**src/hw/rtl/scle_pkg.sv**
```systemverilog
// Types and constants shared by the length and envelope controller and its checker.
package scle_pkg;

    localparam int CH_SEL_W       = 2;
    localparam int REG_SEL_W      = 2;
    localparam int DATA_W         = 8;
    localparam int TIMER_W        = 16;
    localparam int VOL_W          = 4;
    localparam int DUTY_W         = 2;
    localparam int OUT_CHANNELS   = 3;
    localparam int LEN_W          = 6;
    localparam int LEN_TICK_BITS  = 14;
    localparam int ENV_PERIOD_W   = 3;

    localparam logic [LEN_W-1:0] LEN_RELOAD = 6'b111111;
    localparam logic [VOL_W-1:0] VOL_MAX    = 4'b1111;

    typedef enum logic {
        CMD_WRITE = 1'b0,
        CMD_TICK  = 1'b1
    } t_cmd;

    typedef enum logic [REG_SEL_W-1:0] {
        REG_LEN_DUTY = 2'd0,
        REG_ENVELOPE = 2'd1,
        REG_CONTROL  = 2'd2
    } t_reg_sel;

endpackage

```
**src/hw/rtl/sound_channel_length_envelope_ctrl.sv**
```systemverilog
// Length counter and volume envelope controller for the enveloped sound channels.
//
// The input channel (i_in_valid / o_in_ready) carries one item per register
// write or timer tick, selected by i_command. A write stores a byte into the
// length/duty or envelope register of one channel, or bits 7 and 6 (trigger,
// length enable) into its control register. A tick runs, for every channel
// in parallel, the pending trigger, the length counter and the envelope step.
// Every accepted item yields exactly one result item on the output channel
// (o_out_valid / i_out_ready) holding the volumes, active mask and duties
// after that item. The result is registered at the edge that accepts the
// item. One item is taken per cycle for as long as the result register is
// empty or is being emptied in the same cycle. When the receiver stalls, the
// result stays registered and o_in_ready falls until it is taken. A synchronous
// reset clears all channel state to zero and empties the result register.
module sound_channel_length_envelope_ctrl
    import scle_pkg::*;
#(
    parameter int CHANNELS = 3
) (
    input  logic                 i_clk,
    input  logic                 i_rst_n,
    input  logic                 i_in_valid,
    output logic                 o_in_ready,
    input  logic                 i_command,
    input  logic [CH_SEL_W-1:0]  i_channel_sel,
    input  logic [REG_SEL_W-1:0] i_reg_sel,
    input  logic [DATA_W-1:0]    i_write_data,
    input  logic [TIMER_W-1:0]   i_timer,
    output logic                 o_out_valid,
    input  logic                 i_out_ready,
    output logic [VOL_W-1:0]     o_volume_pulse_one,
    output logic [VOL_W-1:0]     o_volume_pulse_two,
    output logic [VOL_W-1:0]     o_volume_noise,
    output logic [OUT_CHANNELS-1:0] o_active_mask,
    output logic [DUTY_W-1:0]    o_duty_pulse_one,
    output logic [DUTY_W-1:0]    o_duty_pulse_two
);

    logic             w_accept;
    logic             w_is_tick;
    logic             w_len_tick;
    logic             w_env_tick;
    logic [VOL_W-1:0] n_vol_all  [CHANNELS];
    logic             n_act_all  [CHANNELS];
    logic [DUTY_W-1:0] n_duty_all [CHANNELS];

    logic [VOL_W-1:0]  w_vol_out  [OUT_CHANNELS];
    logic [DUTY_W-1:0] w_duty_out [OUT_CHANNELS];
    logic [OUT_CHANNELS-1:0] w_mask_out;

    logic                    r_out_valid;
    logic [VOL_W-1:0]        r_vol_p1;
    logic [VOL_W-1:0]        r_vol_p2;
    logic [VOL_W-1:0]        r_vol_noise;
    logic [OUT_CHANNELS-1:0] r_mask;
    logic [DUTY_W-1:0]       r_duty_p1;
    logic [DUTY_W-1:0]       r_duty_p2;

    assign o_in_ready = !r_out_valid || i_out_ready;
    assign w_accept   = i_in_valid && o_in_ready;
    assign w_is_tick  = (i_command == CMD_TICK);
    assign w_len_tick = (i_timer[LEN_TICK_BITS-1:0] == '0);
    assign w_env_tick = (i_timer == '0);

    for (genvar c = 0; c < CHANNELS; c++) begin : g_ch
        localparam bit WRITABLE = (c < OUT_CHANNELS);

        logic [DATA_W-1:0] r_len_duty, n_len_duty;
        logic [DATA_W-1:0] r_env, n_env;
        logic              r_trig, n_trig;
        logic              r_len_en, n_len_en;
        logic [VOL_W-1:0]  r_vol, n_vol;
        logic              r_act, n_act;
        logic              w_sel;

        assign w_sel = WRITABLE && (i_channel_sel == CH_SEL_W'(c));

        always_comb begin
            n_len_duty = r_len_duty;
            n_env      = r_env;
            n_trig     = r_trig;
            n_len_en   = r_len_en;
            n_vol      = r_vol;
            n_act      = r_act;
            if (!w_is_tick) begin
                if (w_sel) begin
                    case (i_reg_sel)
                        REG_LEN_DUTY: n_len_duty = i_write_data;
                        REG_ENVELOPE: n_env = i_write_data;
                        REG_CONTROL: begin
                            n_trig   = i_write_data[7];
                            n_len_en = i_write_data[6];
                        end
                        default: ;
                    endcase
                end
            end else begin
                if (r_trig) begin
                    n_act  = 1'b1;
                    n_trig = 1'b0;
                    n_vol  = r_env[DATA_W-1 -: VOL_W];
                    if (r_len_duty[LEN_W-1:0] == '0) begin
                        n_len_duty[LEN_W-1:0] = LEN_RELOAD;
                    end
                end
                if (r_len_en && w_len_tick) begin
                    if (n_len_duty[LEN_W-1:0] != '0) begin
                        n_len_duty[LEN_W-1:0] = n_len_duty[LEN_W-1:0] - LEN_W'(1);
                    end else begin
                        n_vol = '0;
                        n_act = 1'b0;
                    end
                end
                if (w_env_tick && (r_env[ENV_PERIOD_W-1:0] != '0)) begin
                    if (r_env[ENV_PERIOD_W]) begin
                        if (n_vol != VOL_MAX) begin
                            n_vol = n_vol + VOL_W'(1);
                        end
                    end else begin
                        if (n_vol != '0) begin
                            n_vol = n_vol - VOL_W'(1);
                        end
                    end
                end
            end
        end

        always_ff @(posedge i_clk) begin
            if (!i_rst_n) begin
                r_len_duty <= '0;
                r_env      <= '0;
                r_trig     <= 1'b0;
                r_len_en   <= 1'b0;
                r_vol      <= '0;
                r_act      <= 1'b0;
            end else if (w_accept) begin
                r_len_duty <= n_len_duty;
                r_env      <= n_env;
                r_trig     <= n_trig;
                r_len_en   <= n_len_en;
                r_vol      <= n_vol;
                r_act      <= n_act;
            end
        end

        assign n_vol_all[c]  = n_vol;
        assign n_act_all[c]  = n_act;
        assign n_duty_all[c] = n_len_duty[DATA_W-1 -: DUTY_W];
    end

    for (genvar k = 0; k < OUT_CHANNELS; k++) begin : g_out
        if (k < CHANNELS) begin : g_present
            assign w_vol_out[k]  = n_vol_all[k];
            assign w_duty_out[k] = n_duty_all[k];
            assign w_mask_out[k] = n_act_all[k];
        end else begin : g_absent
            assign w_vol_out[k]  = '0;
            assign w_duty_out[k] = '0;
            assign w_mask_out[k] = 1'b0;
        end
    end

    always_ff @(posedge i_clk) begin
        if (!i_rst_n) begin
            r_out_valid <= 1'b0;
            r_vol_p1    <= '0;
            r_vol_p2    <= '0;
            r_vol_noise <= '0;
            r_mask      <= '0;
            r_duty_p1   <= '0;
            r_duty_p2   <= '0;
        end else begin
            if (w_accept) begin
                r_out_valid <= 1'b1;
                r_vol_p1    <= w_vol_out[0];
                r_vol_p2    <= w_vol_out[1];
                r_vol_noise <= w_vol_out[2];
                r_mask      <= w_mask_out;
                r_duty_p1   <= w_duty_out[0];
                r_duty_p2   <= w_duty_out[1];
            end else if (i_out_ready) begin
                r_out_valid <= 1'b0;
            end
        end
    end

    assign o_out_valid        = r_out_valid;
    assign o_volume_pulse_one = r_vol_p1;
    assign o_volume_pulse_two = r_vol_p2;
    assign o_volume_noise     = r_vol_noise;
    assign o_active_mask      = r_mask;
    assign o_duty_pulse_one   = r_duty_p1;
    assign o_duty_pulse_two   = r_duty_p2;

endmodule

```
**config.mk**
```make
export PLATFORM = sky130hd
export DESIGN_NAME = sound_channel_length_envelope_ctrl
export DESIGN_NICKNAME = d
export VERILOG_FILES = /design/src/hw/rtl/scle_pkg.sv /design/src/hw/rtl/sound_channel_length_envelope_ctrl.sv
export SDC_FILE = /design/constraint.sdc
export NUM_CORES = 1
export LEC_CHECK = 0
export BUFFER_PORTS_ARGS = -buffer_cell sky130_fd_sc_hd__buf_2
export CORE_MARGIN = 10
export CORE_UTILIZATION = 45
export CTS_BUF_LIST = sky130_fd_sc_hd__clkbuf_8
export DETAILED_ROUTE_END_ITERATION = 12
export PLACE_DENSITY = 0.7
export SYNTH_ARGS = -nofsm -noshare
export SYNTH_HDL_FRONTEND = slang
export SYNTH_SLANG_ARGS = --single-unit
```
**constraint.sdc**
```tcl
create_clock -name i_clk -period 4.3 [get_ports i_clk]
set_input_delay 0.86 -clock i_clk [delete_from_list [all_inputs] [get_ports i_clk]]
set_output_delay 0.86 -clock i_clk [all_outputs]
set_load 0.01 [all_outputs]
```
==> results.py <==
metrics = {
    "status": {
        "run_status": "completed",
    },
    "finish": {
        "fillerInstances": 944,
        "drive_above_1_share_pct": 16.1,
        "nets": 673,
        "areaGrowthSynthToFinish_pct": 12.5,
        "fin_cells": 767,
        "antennaDiodeCount": 0,
    },
    "pwr": {
        "switching_share_pct": 28.7,
        "peakVddDrop_mv": 0.220,
        "clkPwrFrac_pct": 39.9,
        "switchingPower_mw": 0.443,
        "internal_power_mw": 1.10,
        "pwr-share-comb_pct": 16.7,
        "power.share.sequential_pct": 43.4,
        "power-per-cell-area_nw_per_um2": 298,
        "leakagePower_nw": 2.02,
    },
    "die": {
        "rows": 36,
        "initial_core_util_pct": 46.7,
        "dieHeight_um": 121,
        "pin_count": 54,
        "die_w_um": 121,
        "core_area_um2": 9860,
        "die-area_um2": 14700,
    },
    "clocking": {
        "cts_sinks": 68,
        "cts_tree": "done",
        "root_buffer": "clkbuf_8",
        "post_cts_resized": 0,
        "post_cts_buffers": 0,
        "cts_buffers": 9,
        "worstSkewPairLatency_ps": 350,
        "cts_hold_buf": 0,
        "cts_max_level": 3,
        "clk_pin_slew_ps": 80,
        "cts.path.max_buffers": 2,
    },
    "detailed_routing": {
        "finalWirelength_um": 13900,
        "vias_per_cell": 6.07,
        "drc": 0,
        "drt_iter0_markers": 419,
        "drtAntennaViolNets": 0,
        "vias": 4653,
        "wl_per_cell_um": 18.1,
        "drtPass1Iterations": 5,
    },
    "yosys": {
        "syn_area_um2": 4600,
        "synth_cell_types": 67,
        "synth_cells": 594,
        "ys.flop_type": "dfxtp_1",
        "ys_seq_elements": 68,
        "ys_seq_area_share_pct": 29.6,
        "synth_edf_count": 0,
        "yosys_warnings": 0,
        "avgSynthCellArea_um2": 7.75,
        "synth_fp_nets": 638,
        "synthArstFlopShare_pct": 0,
    },
    "min_path": {
        "hold_start": "g_ch[1].r_env[0]$_SDFFE_PN0P_",
        "hold_path.class": "flop to flop",
    },
    "critical_path": {
        "start_kind": "flop",
        "critPathLaunch": "g_ch[2].r_len_duty[2]$_SDFFE_PN0P_",
        "criticalPathCategory": "flop to flop",
        "crit_required_ps": 4530,
        "endpoint_kind": "flop",
        "r2r_start": "g_ch[2].r_len_duty[2]$_SDFFE_PN0P_",
        "crit_fanout": 7,
        "cp.arrival_ps": 4010,
    },
    "sta": {
        "fin_ws_ps": 521,
        "slew_headroom_pct": 46.5,
        "tightest_slew_ps": 803,
        "fmax_mhz": 265,
        "fin_crit_sh_pct": 87.9,
        "grt_setup_unrepaired": "false",
        "finalHoldViolCount": 0,
        "final-setup-viol-count": 0,
        "tns_ps": 0,
        "skew_ps": 17.5,
        "min_period_ps": 3780,
        "slew_viol_final": 0,
        "fin_hold_ws_ps": 454,
    },
    "place": {
        "dpl.hpwl_um": 10100,
        "gp_congestion": 0.903,
        "io_buffers": 53,
        "numPlacedInstances": 751,
        "pre_cts_ws_ps": 499,
    },
    "global_route": {
        "grt_max_degree": 41,
        "grt_pass1_vias": 4433,
        "grt_use_total_pct": 18.4,
        "antenna_found_initial": 0,
        "overflow": 0,
        "grt_pass1_wl_um": 22300,
    },
    "run": {
        "maxCapViolations": 0,
    },
}
[cells in the mapped netlist (4+ instances only)]
cell      number  area, um^2
nor4_2         5        62.6
nor2b_1        9        56.3
xor2_1         5        43.8
a21boi_0       5        37.5
mux2i_1       38         380
clkbuf_1      28         105
nand2_1       43         161
a31oi_1       18         113
ha_1          11         138
o31ai_1        4        30.0
o22ai_1        4        25.0
mux2_2         4        45.0
and3_1         6        37.5
o211ai_1       8        60.1
nor3_1        19        95.1
o21ai_0       27         135
nand3_1       45         225
a211oi_1       5        37.5
inv_1         21        78.8
nand3b_1       5        37.5
a21oi_1       56         280
nor2_1        54         203
nor3b_1        5        37.5
nand4_1       11        68.8
nand2b_1       6        37.5
nor4_1         5        31.3
buf_4          7        52.6
xnor2_1        6        52.6
or3_1          6        37.5
dfxtp_1       68        1360
or4_1          4        30.0
[path summary, 6_finish.rpt]
path                            slack (ps)                             end  cells past startpoint
worst min register to register         450   g_ch[1].r_env[0]$_SDFFE_PN0P_                      2
worst max register to register         520  o_volume_noise[0]$_SDFFE_PN0P_                     15
worst max-delay path                   520  o_volume_noise[0]$_SDFFE_PN0P_                     15
worst min-delay path                   450   g_ch[1].r_env[0]$_SDFFE_PN0P_                      2
[per-layer routing]
metal,vias up,global-route usage (%),routed length (um)
li1,2268,-,-
met1,2199,23.1,6130
met2,171,31.5,6730
met3,15,3.58,876
met4,0,4.83,176
met5,-,0,0
[final cells by class]
class	count	area, um^2	share of cell area, %
tap	133	166	3.21
clock buffer	11	151	2.92
multi-input combinational	464	2980	57.6
clock inverter	5	83.8	1.62
sequential	68	1360	26.3
inverter	22	82.6	1.59
timing repair buffer	64	348	6.72
[metrics by stage]
step,total power [mW],utilization (%),instance area (um^2)
final,1.54,52.5,5180
after global routing,1.61,52.5,5180
after CTS,1.55,52.5,5180
after detailed placement,0.936,50.1,4940
after global placement,0.931,50.1,4940
after floorplan,0.852,-,4600
[cells in the final DEF, fill, tap and decap left out, types with 4 or more instances in the layout]
master,n
nand2_1,43
o22ai_1,4
buf_4,11
mux2_2,4
nand2b_1,6
clkbuf_8,11
xnor2_1,6
xor2_1,5
nand3_1,45
o211ai_1,8
inv_1,21
a21boi_0,5
or4_1,4
buf_2,53
ha_1,11
nand4_1,11
or3_1,6
dfxtp_1,68
nor4_1,5
nor2_1,54
and3_1,6
o21ai_0,27
nor3b_1,5
nor2b_1,9
nor3_1,18
nand3b_1,5
o31ai_1,4
a211oi_1,5
nor4_2,5
a31oi_1,18
a21oi_1,56
mux2i_1,38
[registers in the layout, indices dropped and copies added, names as in the netlist]
| register | cells |
|---|---|
| g_ch.r_env | 24 |
| g_ch.r_len_duty | 22 |
| o_volume_noise | 4 |
| o_volume_pulse_one | 4 |
| o_volume_pulse_two | 4 |
| g_ch.r_len_en | 3 |
| g_ch.r_trig | 3 |
| o_active_mask | 2 |
| g_ch.r_act | 1 |
| o_out_valid | 1 |
[worst max-delay path, cell delays in order (launching register included)]
cell and delay, ps:
dfxtp_1 410, nor3_1 130, and4b_1 290, nor2_1 220, ha_1 180, nor2b_1 150, nand3_1 220, nor3_1 430
nor2_1 130, inv_1 120, ha_1 210, inv_1 70, o41ai_1 630, a221oi_1 220, xnor2_1 180, a21oi_1 80
[power by group through the flow]
| stage | sequential [mW] | clock (mW) | combinational (mW) |
|---|---|---|---|
| floorplan | 0.680 | 0 | 0.173 |
| global placement | 0.683 | 0 | 0.248 |
| detailed placement | 0.683 | 0 | 0.253 |
| CTS | 0.669 | 0.631 | 0.254 |
| global route | 0.673 | 0.652 | 0.284 |
| finish | 0.670 | 0.616 | 0.259 |
[cells by family after synthesis]
kind of cell / count (synthesis) / share of synthesized area (%)
AND/OR/NAND/NOR: 241 / 28.1
multiplexers: 43 / 9.73
adder cells (fa/ha/maj): 11 / 2.99
buffers and inverters: 62 / 5.68
XOR/XNOR: 11 / 2.09
flip-flops: 68 / 29.6
AO/OA/AOI/OAI: 158 / 21.8
(Power assumes the default switching activity.)
